--- config.mk ---
export PLATFORM = sky130hd
export DESIGN_NAME = imu_orientation_jitter_qualifier
export DESIGN_NICKNAME = d
export VERILOG_FILES = /design/src/ioj_pkg.sv /design/src/imu_orientation_jitter_qualifier.sv /design/src/ioj_jitter.sv /design/src/ioj_classify.sv /design/src/ioj_still.sv
export SDC_FILE = /design/constraint.sdc
export NUM_CORES = 1
export LEC_CHECK = 0
export BUFFER_PORTS_ARGS = -buffer_cell sky130_fd_sc_hd__buf_2
export CORE_MARGIN = 4
export CORE_UTILIZATION = 50
export CTS_CLUSTER_DIAMETER = 80
export DETAILED_ROUTE_END_ITERATION = 7
export PLACE_DENSITY = 0.8
export SETUP_SLACK_MARGIN = 0.3
export SLEW_MARGIN = 25
export SYNTH_ARGS = -nofsm -noshare
export SYNTH_HDL_FRONTEND = slang
export SYNTH_SLANG_ARGS = --single-unit
--- constraint.sdc ---
create_clock -name clk -period 6.3 [get_ports clk]
set_input_delay 0.315 -clock clk [delete_from_list [all_inputs] [get_ports clk]]
set_output_delay 0.315 -clock clk [all_outputs]
set_load 0.01 [all_outputs]
--- src/ioj_pkg.sv ---
// Package for the IMU orientation and jitter qualifier.
// Holds payload structs, face and register codes, widths and reset values.
// No dependencies.
package ioj_pkg;

	localparam int ACCEL_WIDTH  = 16;
	localparam int GYRO_WIDTH   = 16;
	localparam int ACC_THR_W    = 15;
	localparam int JIT_THR_W    = 16;
	localparam int COUNT_W      = 8;
	localparam int CFG_INDEX_W  = 3;
	localparam int CFG_DATA_W   = 16;

	// magnitude compare widths
	localparam int ACMP_W  = (ACCEL_WIDTH > ACC_THR_W) ? ACCEL_WIDTH : ACC_THR_W;
	localparam int GDIFF_W = GYRO_WIDTH + 1;
	localparam int GCMP_W  = (GDIFF_W > JIT_THR_W) ? GDIFF_W : JIT_THR_W;

	typedef enum logic [2:0] {
		FACE_UP    = 3'd0,
		FACE_DOWN  = 3'd1,
		FACE_LEFT  = 3'd2,
		FACE_RIGHT = 3'd3,
		FACE_FRONT = 3'd4,
		FACE_BACK  = 3'd5,
		FACE_IDLE  = 3'd6
	} face_t;

	typedef enum logic [CFG_INDEX_W-1:0] {
		CFG_ACCEL_HIGH   = 3'd0,
		CFG_ACCEL_LOW    = 3'd1,
		CFG_JITTER_THR   = 3'd2,
		CFG_STILL_TARGET = 3'd3,
		CFG_JITTER_WIN   = 3'd4,
		CFG_JITTER_MIN   = 3'd5
	} cfg_reg_t;

	localparam logic [ACC_THR_W-1:0] RST_ACCEL_HIGH   = 15'd8800;
	localparam logic [ACC_THR_W-1:0] RST_ACCEL_LOW    = 15'd2000;
	localparam logic [JIT_THR_W-1:0] RST_JITTER_THR   = 16'd800;
	localparam logic [COUNT_W-1:0]   RST_STILL_TARGET = 8'd50;
	localparam logic [COUNT_W-1:0]   RST_JITTER_WIN   = 8'd20;
	localparam logic [COUNT_W-1:0]   RST_JITTER_MIN   = 8'd10;

	typedef struct packed {
		logic [ACC_THR_W-1:0] accel_high_threshold;
		logic [ACC_THR_W-1:0] accel_low_threshold;
		logic [JIT_THR_W-1:0] jitter_threshold;
		logic [COUNT_W-1:0]   still_count_target;
		logic [COUNT_W-1:0]   jitter_window;
		logic [COUNT_W-1:0]   jitter_min_count;
	} cfg_t;

	typedef struct packed {
		logic signed [ACCEL_WIDTH-1:0] accel_x;
		logic signed [ACCEL_WIDTH-1:0] accel_y;
		logic signed [ACCEL_WIDTH-1:0] accel_z;
		logic signed [GYRO_WIDTH-1:0]  gyro_x;
		logic signed [GYRO_WIDTH-1:0]  gyro_y;
		logic signed [GYRO_WIDTH-1:0]  gyro_z;
	} imu_sample_t;

	typedef struct packed {
		face_t raw_face;
		face_t stable_face;
		logic  jitter_flag;
		logic  accepted;
	} imu_result_t;

endpackage

--- src/imu_orientation_jitter_qualifier.sv ---
// IMU orientation and jitter qualifier, top level.
// Depends on ioj_pkg, ioj_jitter, ioj_classify, ioj_still.
//
// Usage:
//   in_*  : one IMU request per handshake (accel x/y/z, gyro x/y/z, signed).
//   out_* : one result per request: raw face, stable face, jitter flag and
//           the accepted bit, in request order.
//   cfg_* : register write port, index 0..5, no wait state; indexes 6 and 7
//           are ignored. Write only while no request is in flight.
// Timing: a request is taken into an input register, evaluated in one pass
//   of compare and counter logic, and lands in the output register when the
//   output stage advances. Throughput is one request per cycle while
//   out_ready is high; the window, tally and stillness counters update
//   in the same cycle the result is registered.
// Stall: while out_ready is low a held result stays put; the input
//   register still takes one more request if it is empty, then in_ready drops.
// Reset: arst_n clears both pipeline valids, the counters, the gyro history
//   (to zero), the previous face (idle) and loads the register defaults.
module imu_orientation_jitter_qualifier (
	input  logic                              clk,
	input  logic                              arst_n,
	input  logic                              in_valid,
	output logic                              in_ready,
	input  ioj_pkg::imu_sample_t              in_data,
	output logic                              out_valid,
	input  logic                              out_ready,
	output ioj_pkg::imu_result_t              out_data,
	input  logic                              cfg_wr_en,
	input  logic [ioj_pkg::CFG_INDEX_W-1:0]   cfg_index,
	input  logic [ioj_pkg::CFG_DATA_W-1:0]    cfg_data
);
	import ioj_pkg::*;

	cfg_t        cfg_q;
	imu_sample_t smp_s1;
	logic        valid_s1;
	imu_result_t res_s2;
	logic        valid_s2;
	logic        advance;
	logic        fire;
	face_t       raw_face, stable_face;
	logic        jitter_flag;

	always_ff @(posedge clk or negedge arst_n) begin
		if (!arst_n) begin
			cfg_q.accel_high_threshold <= RST_ACCEL_HIGH;
			cfg_q.accel_low_threshold  <= RST_ACCEL_LOW;
			cfg_q.jitter_threshold     <= RST_JITTER_THR;
			cfg_q.still_count_target   <= RST_STILL_TARGET;
			cfg_q.jitter_window        <= RST_JITTER_WIN;
			cfg_q.jitter_min_count     <= RST_JITTER_MIN;
		end else if (cfg_wr_en) begin
			case (cfg_index)
				CFG_ACCEL_HIGH:   cfg_q.accel_high_threshold <= cfg_data[ACC_THR_W-1:0];
				CFG_ACCEL_LOW:    cfg_q.accel_low_threshold  <= cfg_data[ACC_THR_W-1:0];
				CFG_JITTER_THR:   cfg_q.jitter_threshold     <= cfg_data[JIT_THR_W-1:0];
				CFG_STILL_TARGET: cfg_q.still_count_target   <= cfg_data[COUNT_W-1:0];
				CFG_JITTER_WIN:   cfg_q.jitter_window        <= cfg_data[COUNT_W-1:0];
				CFG_JITTER_MIN:   cfg_q.jitter_min_count     <= cfg_data[COUNT_W-1:0];
				default: ;
			endcase
		end
	end

	assign advance  = !valid_s2 || out_ready;
	assign fire     = valid_s1 && advance;
	assign in_ready = !valid_s1 || advance;

	always_ff @(posedge clk or negedge arst_n) begin
		if (!arst_n)
			valid_s1 <= 1'b0;
		else if (in_ready)
			valid_s1 <= in_valid;
	end

	always_ff @(posedge clk) begin
		if (in_valid && in_ready)
			smp_s1 <= in_data;
	end

	ioj_jitter u_jitter (
		.clk         (clk),
		.arst_n      (arst_n),
		.upd         (fire),
		.smp         (smp_s1),
		.cfg         (cfg_q),
		.jitter_flag (jitter_flag)
	);

	ioj_classify u_classify (
		.clk         (clk),
		.arst_n      (arst_n),
		.upd         (fire),
		.smp         (smp_s1),
		.cfg         (cfg_q),
		.raw_face    (raw_face),
		.stable_face (stable_face)
	);

	always_ff @(posedge clk or negedge arst_n) begin
		if (!arst_n)
			valid_s2 <= 1'b0;
		else if (advance)
			valid_s2 <= valid_s1;
	end

	always_ff @(posedge clk) begin
		if (fire) begin
			res_s2.raw_face    <= raw_face;
			res_s2.stable_face <= stable_face;
			res_s2.jitter_flag <= jitter_flag;
			res_s2.accepted    <= (stable_face != FACE_IDLE) && !jitter_flag;
		end
	end

	assign out_valid = valid_s2;
	assign out_data  = res_s2;

`ifndef SYNTHESIS
	a_accepted_rule: assert property (@(posedge clk) disable iff (!arst_n)
		valid_s2 |-> (res_s2.accepted ==
			((res_s2.stable_face != FACE_IDLE) && !res_s2.jitter_flag)))
		else $error("accepted bit disagrees with stable face and jitter flag");

	a_stable_is_raw: assert property (@(posedge clk) disable iff (!arst_n)
		(valid_s2 && res_s2.stable_face != FACE_IDLE) |->
			(res_s2.stable_face == res_s2.raw_face))
		else $error("stable face differs from raw face");

	a_s1_hold: assert property (@(posedge clk) disable iff (!arst_n)
		(valid_s1 && !advance) |=> (valid_s1 && $stable(smp_s1)))
		else $error("input stage lost or changed a waiting request");

	a_out_from_s1: assert property (@(posedge clk) disable iff (!arst_n)
		(advance && !valid_s1) |=> !valid_s2)
		else $error("result produced without a request in the input stage");
`endif

endmodule

--- src/ioj_jitter.sv ---
// Windowed gyro jitter check: history, window counter, tally and flag.
// Depends on ioj_pkg.
module ioj_jitter (
	input  logic                 clk,
	input  logic                 arst_n,
	input  logic                 upd,
	input  ioj_pkg::imu_sample_t smp,
	input  ioj_pkg::cfg_t        cfg,
	output logic                 jitter_flag
);
	import ioj_pkg::*;

	logic signed [GYRO_WIDTH-1:0] g [3];
	logic signed [GYRO_WIDTH-1:0] hist_q [3];
	logic signed [GDIFF_W-1:0]    diff [3];
	logic [GDIFF_W-1:0]           dmag [3];
	logic [2:0]                   axis_hit;
	logic                         win_open;
	logic [COUNT_W-1:0]           window_q, window_d;
	logic [COUNT_W-1:0]           tally_q, tally_d;
	logic                         flag_q, flag_d;

	assign g[0] = smp.gyro_x;
	assign g[1] = smp.gyro_y;
	assign g[2] = smp.gyro_z;

	always_comb begin
		for (int i = 0; i < 3; i++) begin
			// one bit of headroom so the difference never wraps
			diff[i] = GDIFF_W'(g[i]) - GDIFF_W'(hist_q[i]);
			dmag[i] = diff[i][GDIFF_W-1] ? GDIFF_W'(-diff[i]) : GDIFF_W'(diff[i]);
			axis_hit[i] = GCMP_W'(dmag[i]) > GCMP_W'(cfg.jitter_threshold);
		end
	end

	assign win_open = window_q < cfg.jitter_window;

	always_comb begin
		window_d = window_q;
		tally_d  = tally_q;
		flag_d   = flag_q;
		if (win_open) begin
			window_d = window_q + COUNT_W'(1);
			if (|axis_hit)
				tally_d = tally_q + COUNT_W'(1);
		end else begin
			// decision sample
			flag_d   = tally_q >= cfg.jitter_min_count;
			window_d = '0;
			tally_d  = '0;
		end
	end

	assign jitter_flag = flag_d;

	always_ff @(posedge clk or negedge arst_n) begin
		if (!arst_n) begin
			window_q <= '0;
			tally_q  <= '0;
			flag_q   <= 1'b0;
			for (int i = 0; i < 3; i++)
				hist_q[i] <= '0;
		end else if (upd) begin
			window_q <= window_d;
			tally_q  <= tally_d;
			flag_q   <= flag_d;
			for (int i = 0; i < 3; i++)
				hist_q[i] <= g[i];
		end
	end

endmodule

--- src/ioj_classify.sv ---
// Gravity face classifier: magnitude thresholds and dominant axis sign.
// Depends on ioj_pkg.
module ioj_classify (
	input  logic                 clk,
	input  logic                 arst_n,
	input  logic                 upd,
	input  ioj_pkg::imu_sample_t smp,
	input  ioj_pkg::cfg_t        cfg,
	output ioj_pkg::face_t       raw_face,
	output ioj_pkg::face_t       stable_face
);
	import ioj_pkg::*;

	logic [ACCEL_WIDTH-1:0] mx, my, mz;
	logic [ACMP_W-1:0]      hi, lo;
	logic                   x_hi, y_hi, z_hi, x_lo, y_lo, z_lo;
	face_t                  face;

	// |v| fits ACCEL_WIDTH bits unsigned, including the most negative code
	assign mx = smp.accel_x[ACCEL_WIDTH-1] ? ACCEL_WIDTH'(-smp.accel_x) : smp.accel_x;
	assign my = smp.accel_y[ACCEL_WIDTH-1] ? ACCEL_WIDTH'(-smp.accel_y) : smp.accel_y;
	assign mz = smp.accel_z[ACCEL_WIDTH-1] ? ACCEL_WIDTH'(-smp.accel_z) : smp.accel_z;

	assign hi = ACMP_W'(cfg.accel_high_threshold);
	assign lo = ACMP_W'(cfg.accel_low_threshold);

	assign x_hi = ACMP_W'(mx) > hi;
	assign y_hi = ACMP_W'(my) > hi;
	assign z_hi = ACMP_W'(mz) > hi;
	assign x_lo = ACMP_W'(mx) < lo;
	assign y_lo = ACMP_W'(my) < lo;
	assign z_lo = ACMP_W'(mz) < lo;

	always_comb begin
		if (x_hi && y_lo && z_lo)
			face = smp.accel_x[ACCEL_WIDTH-1] ? FACE_FRONT : FACE_BACK;
		else if (x_lo && y_hi && z_lo)
			face = smp.accel_y[ACCEL_WIDTH-1] ? FACE_RIGHT : FACE_LEFT;
		else if (x_lo && y_lo && z_hi)
			face = (smp.accel_z > 0) ? FACE_UP : FACE_DOWN;
		else
			face = FACE_IDLE;
	end

	assign raw_face = face;

	ioj_still u_still (
		.clk         (clk),
		.arst_n      (arst_n),
		.upd         (upd),
		.face        (face),
		.target      (cfg.still_count_target),
		.stable_face (stable_face)
	);

endmodule

--- src/ioj_still.sv ---
// Stillness qualifier: repeat counter on the raw face, saturating at target.
// Depends on ioj_pkg.
module ioj_still (
	input  logic                          clk,
	input  logic                          arst_n,
	input  logic                          upd,
	input  ioj_pkg::face_t                face,
	input  logic [ioj_pkg::COUNT_W-1:0]   target,
	output ioj_pkg::face_t                stable_face
);
	import ioj_pkg::*;

	face_t              prev_q, prev_d;
	logic [COUNT_W-1:0] count_q, count_d;
	logic [COUNT_W:0]   count_inc;

	assign count_inc = {1'b0, count_q} + (COUNT_W+1)'(1);

	always_comb begin
		prev_d      = prev_q;
		count_d     = count_q;
		stable_face = FACE_IDLE;
		if (face == prev_q && face != FACE_IDLE) begin
			if (count_inc >= {1'b0, target}) begin
				count_d     = target;
				stable_face = face;
			end else begin
				count_d = count_inc[COUNT_W-1:0];
			end
		end else begin
			count_d = '0;
			prev_d  = face;
		end
	end

	always_ff @(posedge clk or negedge arst_n) begin
		if (!arst_n) begin
			prev_q  <= FACE_IDLE;
			count_q <= '0;
		end else if (upd) begin
			prev_q  <= prev_d;
			count_q <= count_d;
		end
	end

endmodule

# Word-level counts from Yosys, hierarchy flattened
# Index checks and enable logic that the tools add are counted.
# word_totals
regBits,252
elab_cells,106
# op_classes
n_addsub,12
order_cmp,13
eq_ne,9
muxes,20
n_bitwise,1
n_reduce_logical,25
# ops
operator,n
> comparator 17 x 16 -> 1 bit,3
two-way mux 17 bit,3
negator 17 bit,3
subtractor 16 x 16 -> 17 bit,3
> comparator 16 x 15 -> 1 bit,3
< comparator 16 x 15 -> 1 bit,3
two-way mux 16 bit,3
negator 16 bit,3
two-way mux 8 bit,5
"adder 8 x 1 -> 8 bit, second input constant",2
"> comparator 16 x 1 -> 1 bit, second input constant",1
AND reduction 2 bit,8
two-way mux 3 bit,5
logical AND 1 bit,10
"adder 8 x 1 -> 9 bit, second input constant",1
greater-or-equal comparator 9 x 8 -> 1 bit,1
greater-or-equal comparator 8 bit,1
< comparator 8 bit,1
"equality test 3 x 2 -> 1 bit, second input constant",2
"equality test 3 bit, second input constant",2
"!= test 3 bit, second input constant",2
two-way mux 1 bit,4
"equality test 3 x 1 -> 1 bit, second input constant",1
equality test 3 bit,1
other kinds (6),9

# Longest topological paths before layout
# depth
depth_word,13
mapped_depth,25
ltp_nobuf,24

# Cells and area by module
# A second synthesis with hierarchy kept.
# unflattened
cells_unflattened,1808
area_unflattened_um2,17991.0
# modules_own_cells
mod,n_inst,cells_per_inst,area_each_um2,seq_area_each_um2
ioj_jitter,1,1024,7980.2,1626.6
imu_orientation_jitter_qualifier,1,267,6010.8,4949.7
ioj_classify,1,403,2995.4,0.0
ioj_still,1,114,1004.7,277.8

# Worst setup path before layout
# No wires, ideal clock.
# synth_path
kind,register to register
startpoint,register smp_s1[18] in the netlist's numbering
endpoint,register u_jitter.tally_q[2]
arrival_time_ns,5.147
required_ns,6.174
slack_ns,1.027
stages_incl_launch_ff,24
path_buffers,1
period_less_slack_ns,5.273
cell_sequence,edfxtp_1 ha_1 nor2b_1 o31a_1 or4_4 a21oi_4 o21ai_0 a221o_1 nand2_1 a31oi_1 clkbuf_1 a21oi_1 xnor2_1 ha_1 a21o_1 a21o_1 a21oi_1 o22ai_1 a2111o_1 a22oi_1 o211ai_1 a41oi_2 a2111oi_4 a221o_1
# synth_between
elab_chain_cells,7
# synth_rtl
element,line_no,source
from (decl),imu_orientation_jitter_qualifier.sv:35,imu_sample_t smp_s1;
from (signal assigned),imu_orientation_jitter_qualifier.sv:78,smp_s1 <= in_data;
subtractor 16 x 16 -> 17 bit *,ioj_jitter.sv:30,diff[i] = GDIFF_W'(g[i]) - GDIFF_W'(hist_q[i]);
negator 17 bit,ioj_jitter.sv:31,dmag[i] = diff[i][GDIFF_W-1] ? GDIFF_W'(-diff[i]) : GDIFF_W'(diff[i]);
two-way mux 17 bit *,ioj_jitter.sv:31,
> comparator 17 x 16 -> 1 bit *,ioj_jitter.sv:32,axis_hit[i] = GCMP_W'(dmag[i]) > GCMP_W'(cfg.jitter_threshold);
OR reduction 3 bit *,ioj_jitter.sv:44,if (|axis_hit)
!= test 2 bit (no source line) *,--,
AND reduction 2 bit (no source line) *,--,
to (signal assigned),ioj_jitter.sv:65,tally_q <= tally_d;
to (decl),ioj_jitter.sv:20,"logic [COUNT_W-1:0] tally_q, tally_d;"
# Mark *: on every way between the ends. The rest lies on a longest branch, timed or not.
# A chain may end at the register's enable or synchronous reset.

# Worst setup path after layout
# layout_path
startpoint,register smp_s1[18] in the netlist's numbering
endpoint,register u_jitter.tally_q[1]
# The elaborated chain is that of the path after synthesis.

==> reports/metrics.cfg <==
[run_status]
status = finished, final reports clean

[synth]
synth_top_area_share_pct = 18.1
synth-main-ff-cell = dfrtp_1
syn-instance-count = 1808
synth_area_sq_um = 17400
synth.net_count = 2146
ys_types = 95
synth_common_cells = ha_1 (215), nand2_1 (185), o21ai_0 (182)
ys_seq_area_share_pct = 39.4
synth_largest_area_cell = dfrtp_1
syn_avg_cell_area_sq_um = 9.63
ys_seq_elements = 252
synth_edf_count = 104
ys_top_cells_by_area = dfrtp_1 (18%), edfxtp_1 (18%), ha_1 (15%), o21ai_0 (5.2%), xnor2_1 (4.4%)
yosysWarnings = 0
yosysMostFrequentCell = ha_1
async_reset_ff_share_pct = 58.7

[cts]
clk_pin_slew_ps = 60
cts_tree = built
insertion_delay_ps = 570
cts_max_path_buffers = 3
clock-sinks = 252
h-tree-depth = 1
numCtsBuffers = 28
root_buffer = clkbuf_16

[layout]
stdcell_count = 2521
nFillCells = 2782
diodes = 0
multiInputGateArea_sq_um = 9830
register_area_sq_um = 6850
area_delta_synth_final_pct = 18.8
nets = 2382
drive_gt1_share_pct = 13.3

[sta]
timing.fmax_mhz = 177
skew_ps = 19.8
setup_tns_ps = 0
period_needed_ps = 5650
rsz0062_at_grt = false
hold_violations = 0
tightest_slew_ps = 1050
finalSetupViolCount = 0
slew_headroom_pct = 29.8
slew_violations = 0
timing.final.crit_share_pct = 89.7

[min_path]
hold_path.class = primary input to flop

[drt]
top_layer_used = met4
drt-met1-wl_um = 19600
wl_met3_um = 2710
totalWireLength_um = 43900
dr.pass1.iters = 7
wl_met2_um = 20300
drt_iter0_drc = 1035
avgRoutedWirePerCell_um = 17.4
drc = 0
vias = 14504
drtAntennaViolNets = 0
vias_per_cell = 5.75

[critical_path]
endpoint_kind = flop
required_ps = 6740
max_stage_delay_ps = 440
cp_top_family = compound AO/OA/AOI/OAI gates
arrival_ps = 6090
crit_chain = ha_1 -> nor2b_1 -> o31a_1 -> or4_4 -> a21oi_4 -> o21ai_0 -> a221o_1 -> nand2_1 -> a31oi_2 -> a41oi_1 -> xnor2_1 -> ha_1 -> a21o_1 -> a21o_1 -> a21oi_1 -> o22ai_1 -> a2111o_1 -> a22oi_1 -> o211ai_1 -> a41oi_4 -> buf_12 -> a21oi_1 -> mux2i_1
crit_fanout = 13
cp_num_buf_inv = 1
crit_slowest_cell = or4_4
crit_type = flop to flop
start_kind = flop

[place]
io_buffers = 129
dp_hpwl_um = 31500
placed_cells = 2365
gp_congestion = 0.920

[die]
start_util_pct = 50.5
core_area_sq_um = 34500
ios = 130
die_h_um = 195
floorplan.die_area_sq_um = 37900
die_x_um = 195
row_count = 68

[flow_run]
maxCapViolCount = 0

[power]
power.share.clock_pct = 25.2
seqPwrFrac_pct = 30.7
p_leak_nw = 9.10
p_switching_mw = 2.62
intPower_mw = 4.42
combPwrFrac_pct = 44.1
ir_worst_vdd_mv = 0.254
powerDensity_nw_per_um2 = 340
p_sw_share_pct = 37.2

[global_routing]
antenna_found_initial = 0
grt_overflow_total = 0
track_usage_pct = 22.7
grt_pass1_vias = 14511
grt_pass1_wl_um = 71800
grt_max_degree = 91

[kinds of logic after synthesis]
family,synth area share (%)
AO/OA/AOI/OAI,17.9
XOR/XNOR,5.83
adder cells (fa/ha/maj),15.8
buffers and inverters,4.50
flip-flops,39.4
multiplexers,2.17
AND/OR/NAND/NOR,14.5
[worst register-to-register path: cells and delay by family, from the launching register on]
| kind | cells | cell delay [ps] |
|---|---|---|
| AO/OA/AOI/OAI | 15 | 3340 |
| AND/OR/NAND/NOR | 3 | 710 |
| adder cells (fa/ha/maj) | 2 | 620 |
| flip-flops | 1 | 410 |
| buffers and inverters | 1 | 160 |
| XOR/XNOR | 1 | 150 |
| multiplexers | 1 | 150 |
[cell type report]
class	instances	share of cell area, %
flip-flops and latches	252	33.1
inverters	166	3.01
clock buffers	37	3.99
multi-input cells	1351	47.5
repair buffers	245	8.67
clock inverters	15	0.889
well taps	455	2.75
[through the flow]
step,setup WS [ps],area [sq um],hold WS (ps),power [mW],util (%)
floorplan,1030,17400,19.4,4.36,-
global placement,591,18600,432,4.93,54.0
detailed placement,439,18600,448,5.12,54.0
CTS,391,20600,2.39,6.97,59.9
global route,336,20700,27.7,7.54,60.0
finish,652,20700,12.8,7.04,60.0
[layer usage]
metal  GRT usage [%]  up-vias
met4            7.53        0
met5               0        -
met3            3.03      102
li1                -     7031
met1            31.1     6914
met2            37.4      457
[power by group through the flow]
| stage | Sequential, mW | Combinational (mW) | Clock (mW) |
|---|---|---|---|
| after floorplan | 2.14 | 2.22 | 0 |
| after global placement | 2.18 | 2.76 | 0 |
| after detailed placement | 2.19 | 2.93 | 0 |
| after CTS | 2.16 | 3.00 | 1.81 |
| after global routing | 2.19 | 3.48 | 1.87 |
| final | 2.16 | 3.11 | 1.77 |
[repair_timing]
action | 4_1_cts | 5_1_grt
endpoints found under the setup margin | 0 | 7
endpoints found under the hold margin | 186 | 0
hold buffers | 103 | 0
setup buffers | 0 | 1
resized for setup | 0 | 1
[layout by cell type (no fill, tap or decap), types with 12 or more instances in the layout]
cell type      Yosys  layout
o21ai_0          182     182
a21oi_1           78      78
dfrtp_1          126     126
nand4_1           23      23
and3_1            14      14
nand2_1          185     185
a211oi_1          13      13
mux2_2            22      22
buf_4              1      12
clkbuf_16          0      29
a21o_1            46      46
xor2_1            27      27
o31ai_1           16      16
ha_1             215     215
buf_2              1     128
nor3_1            23      23
xnor2_1           87      87
nor2b_1           25      25
dfstp_2           22      22
o21a_1            13      13
a31oi_1           21      20
edfxtp_1         104     104
nor2_1            90      90
inv_1            165     164
or3_1             17      17
nand3_1           36      36
nand2b_1          24      24
mux2i_1           13      13
o211ai_1          14      14
dlygate4sd3_1      0     103
[worst paths after layout]
path / start / end / slack [ps] / cells after the start
worst max register to register: smp_s1[18]$_DFFE_PP_ / u_jitter.tally_q[1]$_DFFE_PN0P_ / 650 / 23
max in group asynchronous: arst_n / u_jitter.flag_q$_DFFE_PN0P_ / 4550 / 3
worst max-delay path: smp_s1[18]$_DFFE_PP_ / u_jitter.tally_q[1]$_DFFE_PN0P_ / 650 / 23
worst min-delay path: cfg_data[9] / cfg_q[33]$_DFFE_PN1P_ / 10 / 3
min in group asynchronous: arst_n / u_jitter.hist_q[9]$_DFFE_PN0P_ / 410 / 2
worst min register to register: u_jitter.flag_q$_DFFE_PN0P_ / u_jitter.flag_q$_DFFE_PN0P_ / 480 / 2
[sequential cells by signal, summed over array words and instances, names as in the netlist]
name and count:
out_valid 1, out_data 8, cfg_q 70, u_jitter.hist_q 48, smp_s1 96, u_jitter.flag_q 1
u_classify.u_still.prev_q 3, u_jitter.tally_q 8, u_jitter.window_q 8, u_classify.u_still.count_q 8, valid_s1 1
(Power assumes the default switching activity.)
